===== config.mk =====
export PLATFORM = sky130hd
export DESIGN_NAME = j2dst_mac_cell
export DESIGN_NICKNAME = d
export VERILOG_FILES = /design/src/rtl/j2dst_pkg.sv /design/src/rtl/j2dst_mac_cell.sv
export SDC_FILE = /design/constraint.sdc
export NUM_CORES = 2
export LEC_CHECK = 0
export BUFFER_PORTS_ARGS = -buffer_cell sky130_fd_sc_hd__buf_4
export CELL_PAD_IN_SITES_DETAIL_PLACEMENT = 1
export CELL_PAD_IN_SITES_GLOBAL_PLACEMENT = 2
export CORE_MARGIN = 5
export CORE_UTILIZATION = 32
export DETAILED_ROUTE_END_ITERATION = 10
export MAX_ROUTING_LAYER = met4
export PLACE_DENSITY_LB_ADDON = 0.25
export SLEW_MARGIN = 15
export SYNTH_ARGS = -nofsm -noshare
export SYNTH_HDL_FRONTEND = slang
export SYNTH_SLANG_ARGS = --single-unit

===== constraint.sdc =====
create_clock -name clock -period 18.08 [get_ports clock]
set_clock_uncertainty 0.2 [all_clocks]
set_input_delay 3.616 -clock clock [delete_from_list [all_inputs] [get_ports clock]]
set_output_delay 3.616 -clock clock [all_outputs]
set_load 0.03 [all_outputs]

===== src/rtl/j2dst_pkg.sv =====
// Shared types, sizes and codes for the Jacobi 2-D stencil unit.
// No dependencies; every other file in rtl/ imports this package.
`default_nettype none

package j2dst_pkg;

   // Grid limits and derived counter widths
   localparam int MAX_COLS = 1024;
   localparam int MAX_ROWS = 1024;
   localparam int COL_W    = $clog2(MAX_COLS);
   localparam int ROW_W    = $clog2(MAX_ROWS);
   localparam int SIZE_W   = 11;   // width of the size registers
   localparam int IDX_W    = 10;   // width of the reported row and column

   // Datapath widths
   localparam int DATA_W  = 32;               // Q16.16 sample and scale
   localparam int FRAC_W  = 16;
   localparam int SUM_W   = DATA_W + 2;       // four-term sum
   localparam int ACC_W   = SUM_W + DATA_W - 1; // magnitude product
   localparam int MAG_W   = ACC_W - FRAC_W;
   localparam int CHUNK_W = 16;               // scale bits per multiply cell
   localparam int N_CELLS = DATA_W / CHUNK_W;

   localparam logic [ACC_W-1:0]  ROUND_HALF = ACC_W'(1) << (FRAC_W - 1);
   localparam logic [DATA_W-1:0] POS_LIMIT  = {1'b0, {(DATA_W-1){1'b1}}};
   localparam logic [DATA_W-1:0] NEG_LIMIT  = {1'b1, {(DATA_W-1){1'b0}}};

   // Configuration register indexes
   localparam int CSR_IDX_W = 2;
   localparam logic [CSR_IDX_W-1:0] CSR_GRID_ROWS     = 2'd0;
   localparam logic [CSR_IDX_W-1:0] CSR_GRID_COLS     = 2'd1;
   localparam logic [CSR_IDX_W-1:0] CSR_STENCIL_SCALE = 2'd2;

   localparam logic [SIZE_W-1:0] SIZE_RESET  = SIZE_W'(1024);
   localparam logic [DATA_W-1:0] SCALE_RESET = DATA_W'(16384);
   localparam logic [SIZE_W-1:0] SIZE_MIN    = SIZE_W'(3);

   typedef struct packed {
      logic signed [DATA_W-1:0] sample;
      logic                     frame_start;
   } j2dst_req_type;

   typedef struct packed {
      logic signed [DATA_W-1:0] updated_value;
      logic [IDX_W-1:0]         out_row;
      logic [IDX_W-1:0]         out_col;
      logic                     frame_last;
   } j2dst_rsp_type;

   // Clamped sizes and sign/magnitude scale, as seen by the datapath
   typedef struct packed {
      logic [SIZE_W-1:0] rows;
      logic [SIZE_W-1:0] cols;
      logic              scale_neg;
      logic [DATA_W-1:0] scale_mag;
   } j2dst_cfg_type;

   typedef struct packed {
      logic [IDX_W-1:0] row;
      logic [IDX_W-1:0] col;
      logic             last;
   } j2dst_tag_type;

   // Item moving down the multiply chain
   typedef struct packed {
      logic              neg;
      logic [SUM_W-1:0]  a;     // magnitude of the neighbor sum
      logic [DATA_W-1:0] b;     // scale magnitude, next chunk on top
      logic [ACC_W-1:0]  acc;
      j2dst_tag_type     tag;
   } j2dst_cell_type;

   function automatic logic [SIZE_W-1:0] clamp_size(input logic [SIZE_W-1:0] v,
                                                    input int maxv);
      logic [SIZE_W-1:0] res;
      res = v;
      if (v < SIZE_MIN) res = SIZE_MIN;
      else if (32'(v) > maxv) res = SIZE_W'(maxv);
      return res;
   endfunction

endpackage

`default_nettype wire


===== src/rtl/j2dst_mac_cell.sv =====
// One multiply cell: shifts the running product up a chunk and adds
// the sum magnitude times the top chunk of the scale. Depends on j2dst_pkg.
`default_nettype none

module j2dst_mac_cell import j2dst_pkg::*; (
   input  wire logic           clock,
   input  wire logic           reset,
   input  wire logic           in_valid,
   output logic                in_ready,
   input  wire j2dst_cell_type in_data,
   output logic                out_valid,
   input  wire logic           out_ready,
   output j2dst_cell_type      out_data
);

   logic [SUM_W+CHUNK_W-1:0] prod;
   logic                     v_ff;
   j2dst_cell_type           data_ff, data_in;

   assign in_ready = !v_ff || out_ready;

   always_comb begin
      prod        = in_data.a * in_data.b[DATA_W-1 -: CHUNK_W];
      data_in     = in_data;
      data_in.acc = {in_data.acc[ACC_W-CHUNK_W-1:0], {CHUNK_W{1'b0}}} + ACC_W'(prod);
      data_in.b   = {in_data.b[DATA_W-CHUNK_W-1:0], {CHUNK_W{1'b0}}};
   end

   always_ff @(posedge clock) begin
      if (reset) begin
         v_ff <= 1'b0;
      end else if (in_ready) begin
         v_ff <= in_valid;
      end
   end

   always_ff @(posedge clock) begin
      if (in_ready && in_valid) data_ff <= data_in;
   end

   assign out_valid = v_ff;
   assign out_data  = data_ff;

endmodule

`default_nettype wire


## After elaboration in Yosys (flattened, before gate mapping)

Cells that the tools add are included.

| storage, ports and cells | value |
|---|---|
| register bits after elaboration | 138 |
| bits in latches | 0 |
| memory bits (writable) | 0 |
| memory bits (read-only) | 0 |
| bits of input ports | 157 |
| output and inout port bits | 155 |
| word-level logic and storage cells | 13 |
| memories kept | 0 |

| operators by class | value |
|---|---|
| add/sub/neg operators | 1 |
| multipliers | 1 |
| divide/modulo/power cells | 0 |
| magnitude comparators | 0 |
| equal/unequal tests | 0 |
| shifts and indexed selects | 0 |
| multiplexer cells | 0 |
| bitwise operators | 0 |
| reduce and logical (&&, ||, !) cells | 3 |

Operators by type and width:

| cell | number |
|---|---|
| 65-bit by 50-bit adder with 65-bit output | 1 |
| 34-bit by 16-bit multiplier with 50-bit output | 1 |
| 1-bit logical AND | 1 |
| 1-bit zero test | 1 |
| 1-bit logical OR | 1 |

## Logic depth before layout (Yosys ltp)

| depth | value |
|---|---|
| depth after elaboration | 3 |
| gate-level depth with buffers | 25 |
| depth with buffers taken out | 23 |

## Least setup slack after synthesis

Ideal clock, no wire load.

| path | value |
|---|---|
| path type | input-to-reg |
| start point | in in_data[109] (netlist bit) |
| end point | reg data_ff, in the netlist out_data[76], data pin |
| setup time | 0.258 ns |
| data arrival time | 9.395 ns |
| required time | 17.622 ns |
| slack | 8.227 ns |
| cell stages on the path | 21 |
| buffers on the path | 3 |
| cells stage by stage | clkbuf_1 > clkbuf_1 > nand2_1 > fa_1 > inv_1 > fa_1 > fa_1 > fa_1 > fa_1 > inv_1 > fa_1 > inv_1 > ha_1 > buf_2 > nand4_1 > or3_1 > o41ai_4 > a311oi_4 > o31ai_4 > nand3_1 > xnor2_1 |

RTL lines:

| item | line | source |
|---|---|---|
| start, declared | j2dst_mac_cell.sv:10 | `input wire j2dst_cell_type in_data,` |
| end signal, assigned | j2dst_mac_cell.sv:38 | `if (in_ready && in_valid) data_ff <= data_in;` |
| end, declared | j2dst_mac_cell.sv:18 | `j2dst_cell_type data_ff, data_in;` |

==> metrics.md <==
| Metric | Value |
|---|---|
| Post-DP HPWL | `57570 µm` |
| Synth Flop Type | `edfxtp_1` |
| Hold Path Class | `reg2reg` |
| CTS tree | `yes` |
| # resized after CTS | `0` |
| Slew HR | `31.07%` |
| Clock-pin slew on the worst setup and hold paths | `0.08 ns` |
| Gp weighted congestion | `slightly above 0.8` |
| Critical Path Source Type | `primary input` |
| TNS Setup | `0 ns` |
| Reg2Reg Depth | `3` |
| Buffers on Ports | `279` |
| Largest cells by area after synthesis | `fa_1 (41%), edfxtp_1 (18%), inv_1 (9.9%), ha_1 (7.4%), and2_1 (6.0%)` |
| Clock Latency Late Sink | `0.49 ns` |
| Inserted Clock Buffers | `17` |
| DR WL/cell | `20.88 µm` |
| Seq cells post-synth | `between 100 and 150` |
| Unrepaired setup endpoints after global routing | `false` |
| Initial Utilization | `32.36%` |
| Most frequent cells in the layout | `inv_1 (610), fa_1 (480), nand2_1 (358), buf_4 (282), and2_1 (223)` |
| Fin. Hold Viols | `0` |
| Reg2Reg Setup Slack | `15.76 ns` |
| Die area | `0.07802 mm²` |
| Hold path start | `out_valid` |
| Synth Area in Compound Gates | `slightly above 5%` |
| Post-route minimum period | `10.94 ns` |
| Ratio of cells with drive above 1 in the final layout | `12.55%` |
| Via count | `16680` |
| Crit path kind | `in2reg` |
| Largest net degree at the start of global routing | `54` |
| Xor/xnor share of the synthesized area | `2.189%` |
| Syn-to-layout area delta | `14.90%` |
| Mean Syn Cell Area | `9.728 µm²` |
| Clock sink count | `138` |
| Io pins | `312` |
| Root buf cell | `clkbuf_16` |
| CP Capture Type | `flip-flop` |
| Top-area cell type share of the netlist area | `41.40%` |
| Chip Width | `approximately 280 µm` |
| WP data arrival | `roughly 11 ns` |
| DRC | `0` |
| Antenna-violating nets left | `0` |
| Worst EP required | `about 18 ns` |
| Critical Path Fanout Max | `34` |
| Reg-to-Reg Start | `out_valid` |
| CTS Hold Buffers Added | `0` |
| Yosys warns | `0` |
| Clock buffer depth | `2` |
| Largest delay share family, worst path | `adder cells` |
| First-pass detailed-route iteration total | `5` |
| Synth unique cells | `58` |
| Initial detailed-routing violation count | `between 700 and 800` |
| Maximum clock frequency | `~90 MHz` |
| Slowest cell on the critical path | `nor4_1` |
| Worst path bufs/invs | `6` |
| Synth area leader | `fa_1` |
| Outcome | `complete, no violations` |
| First-pass GRT wire length | `116200 µm` |
| Sequential fraction of the synthesis area | `17.81%` |
| CP dominant cell by count | `fa_1` |
| Row count | `between 90 and 100` |
| Core footprint | `around 0.072 mm²` |
| Post-synth EDFFs | `around 140` |
| Critical path's largest stage delay | `0.91 ns` |
| Synth Instances | `2386` |
| Largest family of logic cells by synthesized area | `adder cells` |
| Nets@finish | `roughly 3400` |
| Max-cap violation count | `0` |
| Via/cell ratio | `between 4 and 5` |
| Post-Syn Area | `0.02321 mm²` |
| H-tree depth | `4` |
| Reg-to-Reg End | `out_data[33]` |
| Fin crit share | `60.51%` |
| Grt total ovfl | `0` |
| Hold EP | `out_valid` |
| Simple-Gate Fraction of Synth Area | `between 10% and 20%` |
| Commonest non-fill, non-tap cell in the layout | `inv_1` |
| Adder-cell share of the synthesized area | `approximately 49%` |
| GRT Util Overall | `20.13%` |
| Post-CTS setup buffers | `0` |
| Final Setup Violations | `0` |
| Mux cell area share after synthesis | `0.04312%` |
| Initial antenna violation count | `1` |
| Vias in the first global route | `slightly below 20000` |
| Die Y | `279.3 µm` |
| Final max-slew violation count | `0` |
| WHS Path Cells | `2` |
| Asr flop ratio synth | `0%` |
| Crit path cell chain | `buf_4, nand2_1, fa_1, inv_1, fa_1, inv_1, fa_1, inv_1, fa_1, fa_1, inv_1, fa_1, inv_1, ha_1, nand3_1, nor4_1, nand2_1, a211o_1, and3_1, a32o_1, o211ai_2, nand3_1, xnor2_1` |
| Detailed Route WL | `~74000 µm` |
| Slew of the pin with the lowest slew margin | `between 1 and 1.5 ns` |
cells in the mapped netlist, types with 2 or more instances:
cell type,number
a21o_1,29
a21boi_0,2
buf_4,17
a21oi_1,57
nor2_1,26
buf_2,3
fa_1,480
nand4_1,12
clkbuf_1,94
o21bai_1,7
a31oi_1,6
a211o_1,5
xor2_1,17
o21a_1,6
clkbuf_2,3
a211oi_1,3
xnor2_1,41
o221ai_1,2
o211ai_1,3
and2_1,224
ha_1,138
and3_1,12
nor4_1,5
and4_1,2
edfxtp_1,137
inv_1,610
nand2b_1,5
o31ai_4,2
o22ai_1,2
nand3_1,20
o21ai_0,30
a221o_1,2
nand2_1,358
a221oi_1,2
metrics by stage:
| stage | std cells | cell area, µm² | setup WS (ns) | hold slack (ns) | util, % |
|---|---|---|---|---|---|
| detailed placement | 3516 | 26070 | 6.590 | 0.3545 | 36.34 |
| floorplan | 2401 | 23270 | 8.227 | 0.6595 | - |
| global placement | 3516 | 26070 | 6.607 | 0.3125 | 36.34 |
| finish | 3549 | 26670 | 7.140 | 0.3601 | 37.18 |
| global route | 3548 | 26670 | 6.775 | 0.3858 | 37.18 |
| CTS | 3548 | 26670 | 7.096 | 0.3658 | 37.18 |
kinds of logic after synthesis:
kind of cell | after synthesis
and+or+nand+nor | 671
AOI/OAI and AO/OA | 172
muxes | 1
DFF | 138
buffers and inverters | 727
xor gates and xnor gates | 58
adders and majority gates | 618
other | 1
registers in the layout (all words and copies together), names as in the netlist:
register / cells
out_data: 137
out_valid: 1
area by class of cell:
cell class                      count  area (µm²)
Fill cell                        8262       45060
Clock inverter                     15       176.4
Inverter                          610        2290
Clock buffer                       17       425.4
Tap cell                          950        1189
Multi-Input combinational cell   1536       16340
Sequential cell                   138        4134
Timing Repair Buffer              282        2117
Antenna cell                        1       2.502
worst min-delay path, stage by stage (launching register included):
cell	delay, ns
dfxtp_1	0.32
nand2b_1	0.12
a21oi_1	0.08
worst max-delay path by stage:
stage / startpoint / endpoint / slack (ns) / cells past startpoint
5_1_grt: in_data[103] / out_data[85] / 6.78 / 23
2_1_floorplan: in_data[109] / out_data[76] / 8.23 / 21
4_1_cts: in_data[103] / out_data[79] / 7.10 / 23
3_3_place_gp: in_data[103] / out_data[85] / 6.61 / 23
6_report: in_data[103] / out_data[79] / 7.14 / 23
3_5_place_dp: in_data[103] / out_data[79] / 6.59 / 23
per-layer routing:
metal  global-route usage (%)  wire length (µm)  part of all wire (%)
met1                    24.26             31170                    42
met2                    35.56             38800                    52
met3                    2.634              2027                   2.7
met4                    5.756              2099                   2.8
met5                        -                 0                     0
Power is left out: the tool's default activity adds up to more than one toggle a clock period on the data nets, which glitch-free logic cannot reach.
