$ cat src/rtl/j2dst_pkg.sv
// Shared types, sizes and codes for the Jacobi 2-D stencil unit.
// No dependencies; every other file in rtl/ imports this package.
`default_nettype none

package j2dst_pkg;

   // Grid limits and derived counter widths
   localparam int MAX_COLS = 1024;
   localparam int MAX_ROWS = 1024;
   localparam int COL_W    = $clog2(MAX_COLS);
   localparam int ROW_W    = $clog2(MAX_ROWS);
   localparam int SIZE_W   = 11;   // width of the size registers
   localparam int IDX_W    = 10;   // width of the reported row and column

   // Datapath widths
   localparam int DATA_W  = 32;               // Q16.16 sample and scale
   localparam int FRAC_W  = 16;
   localparam int SUM_W   = DATA_W + 2;       // four-term sum
   localparam int ACC_W   = SUM_W + DATA_W - 1; // magnitude product
   localparam int MAG_W   = ACC_W - FRAC_W;
   localparam int CHUNK_W = 16;               // scale bits per multiply cell
   localparam int N_CELLS = DATA_W / CHUNK_W;

   localparam logic [ACC_W-1:0]  ROUND_HALF = ACC_W'(1) << (FRAC_W - 1);
   localparam logic [DATA_W-1:0] POS_LIMIT  = {1'b0, {(DATA_W-1){1'b1}}};
   localparam logic [DATA_W-1:0] NEG_LIMIT  = {1'b1, {(DATA_W-1){1'b0}}};

   // Configuration register indexes
   localparam int CSR_IDX_W = 2;
   localparam logic [CSR_IDX_W-1:0] CSR_GRID_ROWS     = 2'd0;
   localparam logic [CSR_IDX_W-1:0] CSR_GRID_COLS     = 2'd1;
   localparam logic [CSR_IDX_W-1:0] CSR_STENCIL_SCALE = 2'd2;

   localparam logic [SIZE_W-1:0] SIZE_RESET  = SIZE_W'(1024);
   localparam logic [DATA_W-1:0] SCALE_RESET = DATA_W'(16384);
   localparam logic [SIZE_W-1:0] SIZE_MIN    = SIZE_W'(3);

   typedef struct packed {
      logic signed [DATA_W-1:0] sample;
      logic                     frame_start;
   } j2dst_req_type;

   typedef struct packed {
      logic signed [DATA_W-1:0] updated_value;
      logic [IDX_W-1:0]         out_row;
      logic [IDX_W-1:0]         out_col;
      logic                     frame_last;
   } j2dst_rsp_type;

   // Clamped sizes and sign/magnitude scale, as seen by the datapath
   typedef struct packed {
      logic [SIZE_W-1:0] rows;
      logic [SIZE_W-1:0] cols;
      logic              scale_neg;
      logic [DATA_W-1:0] scale_mag;
   } j2dst_cfg_type;

   typedef struct packed {
      logic [IDX_W-1:0] row;
      logic [IDX_W-1:0] col;
      logic             last;
   } j2dst_tag_type;

   // Item moving down the multiply chain
   typedef struct packed {
      logic              neg;
      logic [SUM_W-1:0]  a;     // magnitude of the neighbor sum
      logic [DATA_W-1:0] b;     // scale magnitude, next chunk on top
      logic [ACC_W-1:0]  acc;
      j2dst_tag_type     tag;
   } j2dst_cell_type;

   function automatic logic [SIZE_W-1:0] clamp_size(input logic [SIZE_W-1:0] v,
                                                    input int maxv);
      logic [SIZE_W-1:0] res;
      res = v;
      if (v < SIZE_MIN) res = SIZE_MIN;
      else if (32'(v) > maxv) res = SIZE_W'(maxv);
      return res;
   endfunction

endpackage

`default_nettype wire

$ cat src/rtl/j2dst_round_sat.sv
// Output stage: round the Q33.32 product to Q16.16, saturate, apply sign.
// Depends on j2dst_pkg; drives the result channel.
`default_nettype none

module j2dst_round_sat import j2dst_pkg::*; (
   input  wire logic           clock,
   input  wire logic           reset,
   input  wire logic           in_valid,
   output logic                in_ready,
   input  wire j2dst_cell_type in_data,
   output logic                out_valid,
   input  wire logic           out_ready,
   output j2dst_rsp_type       out_data
);

   logic [ACC_W-1:0]  rnd;
   logic [MAG_W-1:0]  mag;
   logic [DATA_W-1:0] value;
   logic              v_ff;
   j2dst_rsp_type     data_ff;

   assign in_ready = !v_ff || out_ready;

   // Ties round away from zero since the magnitude is rounded
   always_comb begin
      rnd = in_data.acc + ROUND_HALF;
      mag = rnd[ACC_W-1:FRAC_W];
      if (in_data.neg) begin
         value = (mag >= MAG_W'(NEG_LIMIT)) ? NEG_LIMIT : (~mag[DATA_W-1:0] + DATA_W'(1));
      end else begin
         value = (mag >= MAG_W'(POS_LIMIT)) ? POS_LIMIT : mag[DATA_W-1:0];
      end
   end

   always_ff @(posedge clock) begin
      if (reset) begin
         v_ff <= 1'b0;
      end else if (in_ready) begin
         v_ff <= in_valid;
      end
   end

   always_ff @(posedge clock) begin
      if (in_ready && in_valid) begin
         data_ff.updated_value <= $signed(value);
         data_ff.out_row       <= in_data.tag.row;
         data_ff.out_col       <= in_data.tag.col;
         data_ff.frame_last    <= in_data.tag.last;
      end
   end

   assign out_valid = v_ff;
   assign out_data  = data_ff;

endmodule

`default_nettype wire

$ cat config.mk
export PLATFORM = sky130hd
export DESIGN_NAME = j2dst_round_sat
export DESIGN_NICKNAME = d
export VERILOG_FILES = /design/src/rtl/j2dst_pkg.sv /design/src/rtl/j2dst_round_sat.sv
export SDC_FILE = /design/constraint.sdc
export NUM_CORES = 1
export LEC_CHECK = 0
export ABC_AREA = 1
export ABC_CLOCK_PERIOD_IN_PS = 8700
export BUFFER_PORTS_ARGS = -buffer_cell sky130_fd_sc_hd__buf_2
export CORE_MARGIN = 4
export CORE_UTILIZATION = 53
export DETAILED_ROUTE_END_ITERATION = 10
export PLACE_DENSITY = 0.89
export SETUP_SLACK_MARGIN = 0.5
export SKIP_CTS_REPAIR_TIMING = 1
export SYNTH_ARGS = -nofsm -noshare
export SYNTH_HDL_FRONTEND = slang
export SYNTH_SLANG_ARGS = --single-unit
export TNS_END_PERCENT = 1
$ cat constraint.sdc
create_clock -name clock -period 8.7 [get_ports clock]
set_clock_uncertainty 0.1 [all_clocks]
set_input_delay 1.305 -clock clock [delete_from_list [all_inputs] [get_ports clock]]
set_output_delay 1.305 -clock clock [all_outputs]
set_load 0.05 [all_outputs]
Word level (Yosys, flattened, before mapping)
Cells that the tools add are included.
{ "word_totals": {"ff_bits": 54, "in_bits": 157} }
{ "op_classes": {"n_addsub": 2, "magnitude_cmp": 2, "mux": 3, "bitwise": 1, "reduce_logical": 3} }
{ "ops": {"columns": ["op", "count"], "rows": [
  ["$mux W32", 3],
  ["$add A65 B16 Y65 const B", 1],
  ["$ge A49 B31 Y1 const B", 1],
  ["$ge A49 B32 Y1 const B", 1],
  ["$add A32 B1 Y32 const B", 1],
  ["$not A32 Y32", 1],
  ["$logic_and A1 B1 Y1", 1],
  ["$logic_not A1 Y1", 1],
  ["$logic_or A1 B1 Y1", 1]
]} }

Depth between registers and ports, before layout
Gate-level depths: netlist of run 1.
{ "depth": {"ltp_word": 5, "ltp_mapped": 19, "mapped_depth_nobuf": 18} }

Worst setup path before layout of run 1
No wires, ideal clock.
{ "synth_timing": {"path_type": "input port to flip-flop", "from": "in in_valid", "to": "reg data_ff, in the netlist out_data[0], enable pin", "setup_ns": 0.481, "arrival_ns": 3.928, "t_required_ns": 8.119, "slack_ns": 4.191, "path_stages": 2, "n_path_buf": 0, "path_cell_list": "inv_1 a21oi_1"} }
{ "synth_between": {"elab_chain_len": 1} }
{ "synth_rtl": {"columns": ["item", "line", "text"], "rows": [
  ["start: declaration", "j2dst_round_sat.sv:8", "input wire logic in_valid,"],
  ["$logic_and A1 B1 Y1", "j2dst_round_sat.sv:44", "if (in_ready && in_valid) begin"],
  ["end: declaration", "j2dst_round_sat.sv:20", "j2dst_rsp_type data_ff;"]
]} }
No other way between the ends.
A chain may end at the register's enable or synchronous reset.

Worst setup path in the final report of run 1
{ "layout_timing": {"from": "in in_data[36] (netlist name)", "to": "reg data_ff, in the netlist out_data[31], data pin"} }
{ "layout_between": {"elab_chain_len": 5} }
{ "layout_rtl": {"columns": ["item", "line", "text"], "rows": [
  ["start: declaration", "j2dst_round_sat.sv:10", "input wire j2dst_cell_type in_data,"],
  ["$add A65 B16 Y65 *", "j2dst_round_sat.sv:26", "rnd = in_data.acc + ROUND_HALF;"],
  ["$not A32 Y32", "j2dst_round_sat.sv:29", "value = (mag >= MAG_W'(NEG_LIMIT)) ? NEG_LIMIT : (~mag[DATA_W-1:0] + DATA_W'(1));"],
  ["$add A32 B1 Y32", "j2dst_round_sat.sv:29", null],
  ["$mux W32", "j2dst_round_sat.sv:29", null],
  ["$mux W32 *", "j2dst_round_sat.sv:28", "if (in_data.neg) begin"],
  ["named net value[10]", "j2dst_round_sat.sv:18", "logic [DATA_W-1:0] value;"]
]} }
Mark *: on every way through the listed nets, which the timed path passes. The rest lies on a longest branch.

==> results of run 1 <==
flip-flops by register name, summed over array words and instances (netlist names):
register	flops
out_data	53
out_valid	1
cells by family after synthesis:
family	synth area share
AO/OA/AOI/OAI	0.0323
flip-flops	0.325
adder cells (fa/ha/maj)	0.00757
XOR/XNOR	0.0280
buffers and inverters	0.0853
AND/OR/NAND/NOR	0.522
through the flow:
stage / std cells / instance area, um^2
final: 1042 / 5810
after global routing: 1042 / 5810
after CTS: 1042 / 5810
after detailed placement: 1034 / 5700
after global placement: 1034 / 5700
after floorplan: 801 / 4960
path summary, 6_finish.rpt:
kind | start | end | slack, ns | depth (start not counted)
worst max-delay path | in_data[36] | out_data[31] | 4.65 | 17
worst min-delay path | out_valid | out_valid | 0.44 | 2
worst min register to register | out_valid | out_valid | 0.44 | 2
worst max register to register | out_valid | out_data[17] | 7.09 | 2
worst max-delay path, stage by stage:
cell and delay, ns:
buf_2 0.13, ha_1 0.22, nand3_1 0.19, nor2_1 0.21
nand3_1 0.22, nor2_2 0.23, nand2_1 0.08, nand2_1 0.07
nand2_1 0.06, nor2_1 0.20, nand3_1 0.10, nor2_1 0.13
nand2_2 0.12, nor2_4 0.24, nand2_2 0.10, nand2_4 0.22
o21ai_0 0.16
synth_stat cells:
| cell | instances |
|---|---|
| or2_2 | 1 |
| nand3_2 | 3 |
| buf_1 | 1 |
| buf_6 | 3 |
| a31oi_1 | 1 |
| dfxtp_1 | 1 |
| o21ai_2 | 1 |
| clkbuf_1 | 2 |
| nand3b_1 | 6 |
| nand3_1 | 111 |
| edfxtp_1 | 53 |
| nand2_4 | 2 |
| ha_1 | 3 |
| nor2_2 | 11 |
| xor2_1 | 10 |
| o21bai_1 | 6 |
| nor2_4 | 7 |
| xnor2_1 | 4 |
| a21oi_1 | 5 |
| buf_4 | 1 |
| nand2_1 | 297 |
| nand2_2 | 6 |
| xnor2_2 | 1 |
| and3_1 | 1 |
| o21ai_0 | 15 |
| nor2_1 | 125 |
| buf_2 | 2 |
| inv_1 | 96 |
| nor3_1 | 9 |
| nand4_1 | 17 |
report_power, final:
group	internal (mW)	leakage, nW	total (mW)	switching (mW)
clock network	0.0857	0.0514	0.158	0.0720
registers	0.304	0.513	0.308	0.00345
logic	0.0487	2.16	0.189	0.140
metal layers:
layer	vias up	share of wire	GRT usage	wire length, um
li1	2834	-	-	-
met1	2430	0.42	0.312	5830
met2	260	0.48	0.440	6620
met3	22	0.081	0.0377	1120
met4	0	0.019	0.0665	269
met5	-	0	0	0
area by class of cell:
type / count / share of cell area
Clock inverter: 2 / 0.00646
Clock buffer: 6 / 0.0125
Multi-Input combinational cell: 642 / 0.505
Tap cell: 111 / 0.0239
Inverter: 96 / 0.0620
Timing Repair Buffer: 131 / 0.113
Sequential cell: 54 / 0.277
==> impl_metrics.tcl, run 1 <==
set metrics [dict create \
    status "finished, final reports clean" \
    synth_top_area_frac 0.321 \
    cts_tree "built" \
    clock_sinks 54 \
    place_worst_setup_slack_ns 4.34 \
    ys_ff_latch 54 \
    synthToLayoutAreaGrowth_pct 17.3 \
    vias 5546 \
    synth_area_um2 4960 \
    syn_nets 961 \
    drtPass1Iterations 5 \
    holdWs_ns 0.436 \
    start_util 0.542 \
    yosysTopAreaCell "edfxtp_1" \
    grt_usage 0.247 \
    synthCells 801 \
    grt_pass1_vias 5001 \
    grt_max_degree 48 \
    p_leak_nw 2.73 \
    synth_area_leaders "edfxtp_1, nand2_1, nand3_1, nor2_1, inv_1" \
    clockBufferDepth 2 \
    postLayoutSetupSlackWorst_ns 4.65 \
    syn_avg_cell_area_um2 6.19 \
    maxSlewHeadroom 0.324 \
    grt.overflow.total 0 \
    vias_per_cell 5.32 \
    wl_per_cell_um 13.3 \
    ir_drop_v 0.0000600 \
    clk_pin_slew_worst_paths_ns 0.08 \
    ios 212 \
    cp.arrival_ns 3.98 \
    fmax_mhz 247 \
    final_cell_mix "nand2_1, buf_2, nor2_1" \
    antenna_left 0 \
    antenna_found_initial 0 \
    hold_class "flip-flop to flip-flop" \
    antennaDiodeCount 0 \
    wirelength_um 13800 \
    die_w_um 105 \
    criticalPathCategory "primary input to flip-flop" \
    core_area_um2 9150 \
    worst_setup_path_end_kind "flip-flop" \
    seq_area_frac_synth 0.325 \
    timing_hold_violations_final 0 \
    synth_cell_types 30 \
    insertion_delay_ns 0.29 \
    p_per_area_nw_per_um2 113 \
    worstMarginPinSlew_ns 1.01 \
    cap_viol_max_count 0 \
    die-area_um2 11000 \
    crit_required_ns 8.63 \
    fin_nets 1090 \
    nFillCells 859 \
    post-route-util 0.635 \
    mostFrequentLayoutCell "nand2_1" \
    cts_buffers 5 \
    p_total_mw 0.654 \
    io_buffers 130 \
    drive_above_1_share 0.184 \
    final.min_clock_period_ns 4.05 \
    die_h_um 105 \
    root_buffer "clkbuf_8" \
    rsz0062_at_grt "false" \
    routabilityCongestion 0.941 \
    multi_input_area_um2 2930 \
    first_iter_violations 270 \
    slew_viol_final 0 \
    grt_pass1_wl_um 22700 \
    yosysWarnings 0 \
    num_rows 35 \
    drc 0 \
    fin_tns_setup_ns 0 \
    finalSetupViolCount 0 \
    htree_levels 2 \
    seq_area_um2 1610 \
    post-dp-hpwl_um 11600 \
    critPathMaxFanout 23 \
    period_share 0.466 \
    critPathLaunchType "primary input" \
]
Note: power is estimated with default switching activity, not from simulation.
==> run 2, diff against run 1 <==
--- a/config.mk
+++ b/config.mk
@@ -5,13 +5,13 @@
 export SDC_FILE = /design/constraint.sdc
 export NUM_CORES = 1
 export LEC_CHECK = 0
-export ABC_AREA = 1
-export ABC_CLOCK_PERIOD_IN_PS = 8700
+export ABC_AREA = 0
+export ABC_CLOCK_PERIOD_IN_PS = 3900
 export BUFFER_PORTS_ARGS = -buffer_cell sky130_fd_sc_hd__buf_2
 export CORE_MARGIN = 4
-export CORE_UTILIZATION = 53
+export CORE_UTILIZATION = 48
 export DETAILED_ROUTE_END_ITERATION = 10
-export PLACE_DENSITY = 0.89
+export PLACE_DENSITY = 0.83
 export SETUP_SLACK_MARGIN = 0.5
 export SKIP_CTS_REPAIR_TIMING = 1
 export SYNTH_ARGS = -nofsm -noshare
==> constraint.sdc (replaced) <==
create_clock -name clock -period 3.9 [get_ports clock]
set_clock_uncertainty 0.1 [all_clocks]
set_input_delay 0.585 -clock clock [delete_from_list [all_inputs] [get_ports clock]]
set_output_delay 0.585 -clock clock [all_outputs]
set_load 0.05 [all_outputs]
==> run 2 against run 1 <==
  * Cell area up 0.65%
  * Critical endpoint is now out_data[24]
  * Non-clock buffer count up 51
  * Register-to-register slack worse by 5.0 ns
==> impl_metrics.tcl, run 2 <==
set metrics [dict create \
    synth_top_cells_by_count "edfxtp_1, nand2_1, nand3_1" \
    hold_class "primary input to flip-flop" \
    ir_drop_v 0.000148 \
    drc 0 \
    switching_share 0.345 \
    synth_area_um2 4650 \
    clock_sinks 54 \
    vias_per_cell 5.88 \
    maxSlewHeadroom 0.229 \
    grt.overflow.total 0 \
    period_share 0.898 \
    clockBufferDepth 2 \
    grt_pass1_wl_um 20800 \
    wl_per_cell_um 16.3 \
    worst_setup_path_end_kind "flip-flop" \
    finalSetupViolCount 0 \
    synthToLayoutAreaGrowth_pct 25.7 \
    cp_cell_sequence "buf_2 > nand4_2 > or4_4 > nor3_4 > nand3_2 > a221oi_2 > o2111ai_1 > or4b_4 > buf_12 > o31ai_1 > nor3_2" \
    power.switching_mw 0.500 \
    grt_usage 0.221 \
    crit_required_ns 3.85 \
    yosysWarnings 0 \
    routabilityCongestion 0.938 \
    core_area_um2 9330 \
    final_cell_area_um2 5850 \
    first_iter_violations 211 \
    syn_avg_cell_area_um2 9.29 \
    start_util 0.499 \
    p_int_mw 0.950 \
    max_stage_delay_ns 0.63 \
    post-dp-hpwl_um 10300 \
    num_rows 35 \
    yosysTopAreaCell "edfxtp_1" \
    final.min_clock_period_ns 3.50 \
    postPlaceCellArea_um2 5710 \
    async_reset_ff_frac 0 \
    synth_top_area_frac 0.342 \
    p_clk_frac 0.213 \
    syn_nets 661 \
    die-area_um2 11300 \
    root_buffer "clkbuf_8" \
    cp.arrival_ns 3.45 \
    p_comb_frac 0.312 \
    timing_hold_violations_final 0 \
    antennaDiodeCount 0 \
    ios 212 \
    slew_viol_final 0 \
    die_w_um 106 \
    p_leak_nw 2.24 \
    fmax_mhz 285 \
    drive_above_1_share 0.368 \
    seq_area_frac_synth 0.346 \
    synthCells 501 \
    p_total_mw 1.45 \
    critPathLaunchType "primary input" \
    grt_pass1_vias 4363 \
    cap_viol_max_count 0 \
    cts_tree "built" \
    final_cell_mix "buf_2, edfxtp_1, buf_4" \
    clk_pin_slew_worst_paths_ns 0.09 \
    slowest_stage "or4_4" \
    criticalPathCategory "primary input to flip-flop" \
    fin_tns_setup_ns 0 \
    antenna_left 0 \
    holdWs_ns 0.325 \
    cts_buffers 5 \
    ys_ff_latch 54 \
    rsz0062_at_grt "true" \
    synth_most_common_cell "edfxtp_1" \
    synth_cell_types 67 \
    largest_reg_flops 53 \
    htree_levels 2 \
    status "finished, final reports clean" \
    vias 4639 \
    p_seq_frac 0.475 \
    insertion_delay_ns 0.30 \
    yosys_most_used_dff "edfxtp_1" \
    die_h_um 106 \
    drtPass1Iterations 5 \
    fin_nets 819 \
    critPathMaxFanout 12 \
    antenna_found_initial 0 \
    mostFrequentLayoutCell "buf_2" \
    worstMarginPinSlew_ns 1.16 \
    synth_edf_count 53 \
    synth_area_leaders "edfxtp_1, xnor2_1, nand3_1, xor2_1, nand2_1" \
    grt_max_degree 54 \
    p_per_area_nw_per_um2 248 \
    io_buffers 130 \
    wirelength_um 12800 \
]
[run 2: cell types whose count changed in the layout (fill, tap and decap cells not counted), sizes merged, moves of 10 or more]
cell,previous run,this run
a211oi,0,10
a221oi,0,12
and3,1,15
buf,131,182
inv,96,14
nand2,305,44
nand2b,0,10
nand3,114,38
nor2,143,31
nor3,9,27
nor4,0,12
xnor2,5,31
[run 2: logic make-up (layout without fill, tap and decap cells)]
kind of cell	count (synthesis)	after routing	synth area share
XOR/XNOR	50	50	0.0941
buffers and inverters	44	203	0.0513
flip-flops	54	54	0.346
AND/OR/NAND/NOR	239	239	0.297
adder cells (fa/ha/maj)	3	3	0.00807
multiplexers	13	13	0.0293
AO/OA/AOI/OAI	98	98	0.174
[run 2: routing by layer]
metal,share of wire,global-route usage,routed length [um],up-vias
li1,-,-,-,2242
met1,0.44,0.298,5710,2161
met2,0.46,0.365,5960,212
met3,0.069,0.0261,889,24
met4,0.023,0.0831,290,0
met5,0,0,0,-
[run 2: through the flow]
step           utilization  instances  worst slack (ns)
2_1_floorplan            -        501             0.308
3_3_place_gp         0.612        780             0.101
3_5_place_dp         0.612        780           0.00778
4_1_cts              0.622        788             0.344
5_1_grt              0.627        789             0.291
6_report             0.627        789             0.396
[run 2: path summary, 6_finish.rpt]
path	endpoint	startpoint	slack [ns]	depth (start not counted)
min	out_valid	reset	0.33	2
min reg2reg	out_valid	out_valid	0.41	2
max	out_data[24]	in_data[49]	0.40	11
max reg2reg	out_data[10]	out_valid	2.05	2
[run 2: worst max-delay path: cells and delay by family]
family | cells | cell delay [ns]
AO/OA/AOI/OAI | 3 | 0.74
buffers and inverters | 2 | 0.33
AND/OR/NAND/NOR | 6 | 1.79
[run 2: final cells by class]
class	instances	area (um^2)
sequential	54	1610
timing repair buffer	182	1080
multi-input combinational	403	2860
clock buffer	5	68.8
tap	129	161
fill	788	3480
clock inverter	3	25.0
inverter	13	48.8
[run 2: power groups by stage]
stage                     combinational [mW]  clock, mW  sequential (mW)
after global routing                   0.481      0.351            0.692
after detailed placement               0.445          0            0.703
after floorplan                        0.178          0            0.831
after global placement                 0.434          0            0.702
after CTS                              0.447      0.320            0.689
final                                  0.452      0.309            0.689
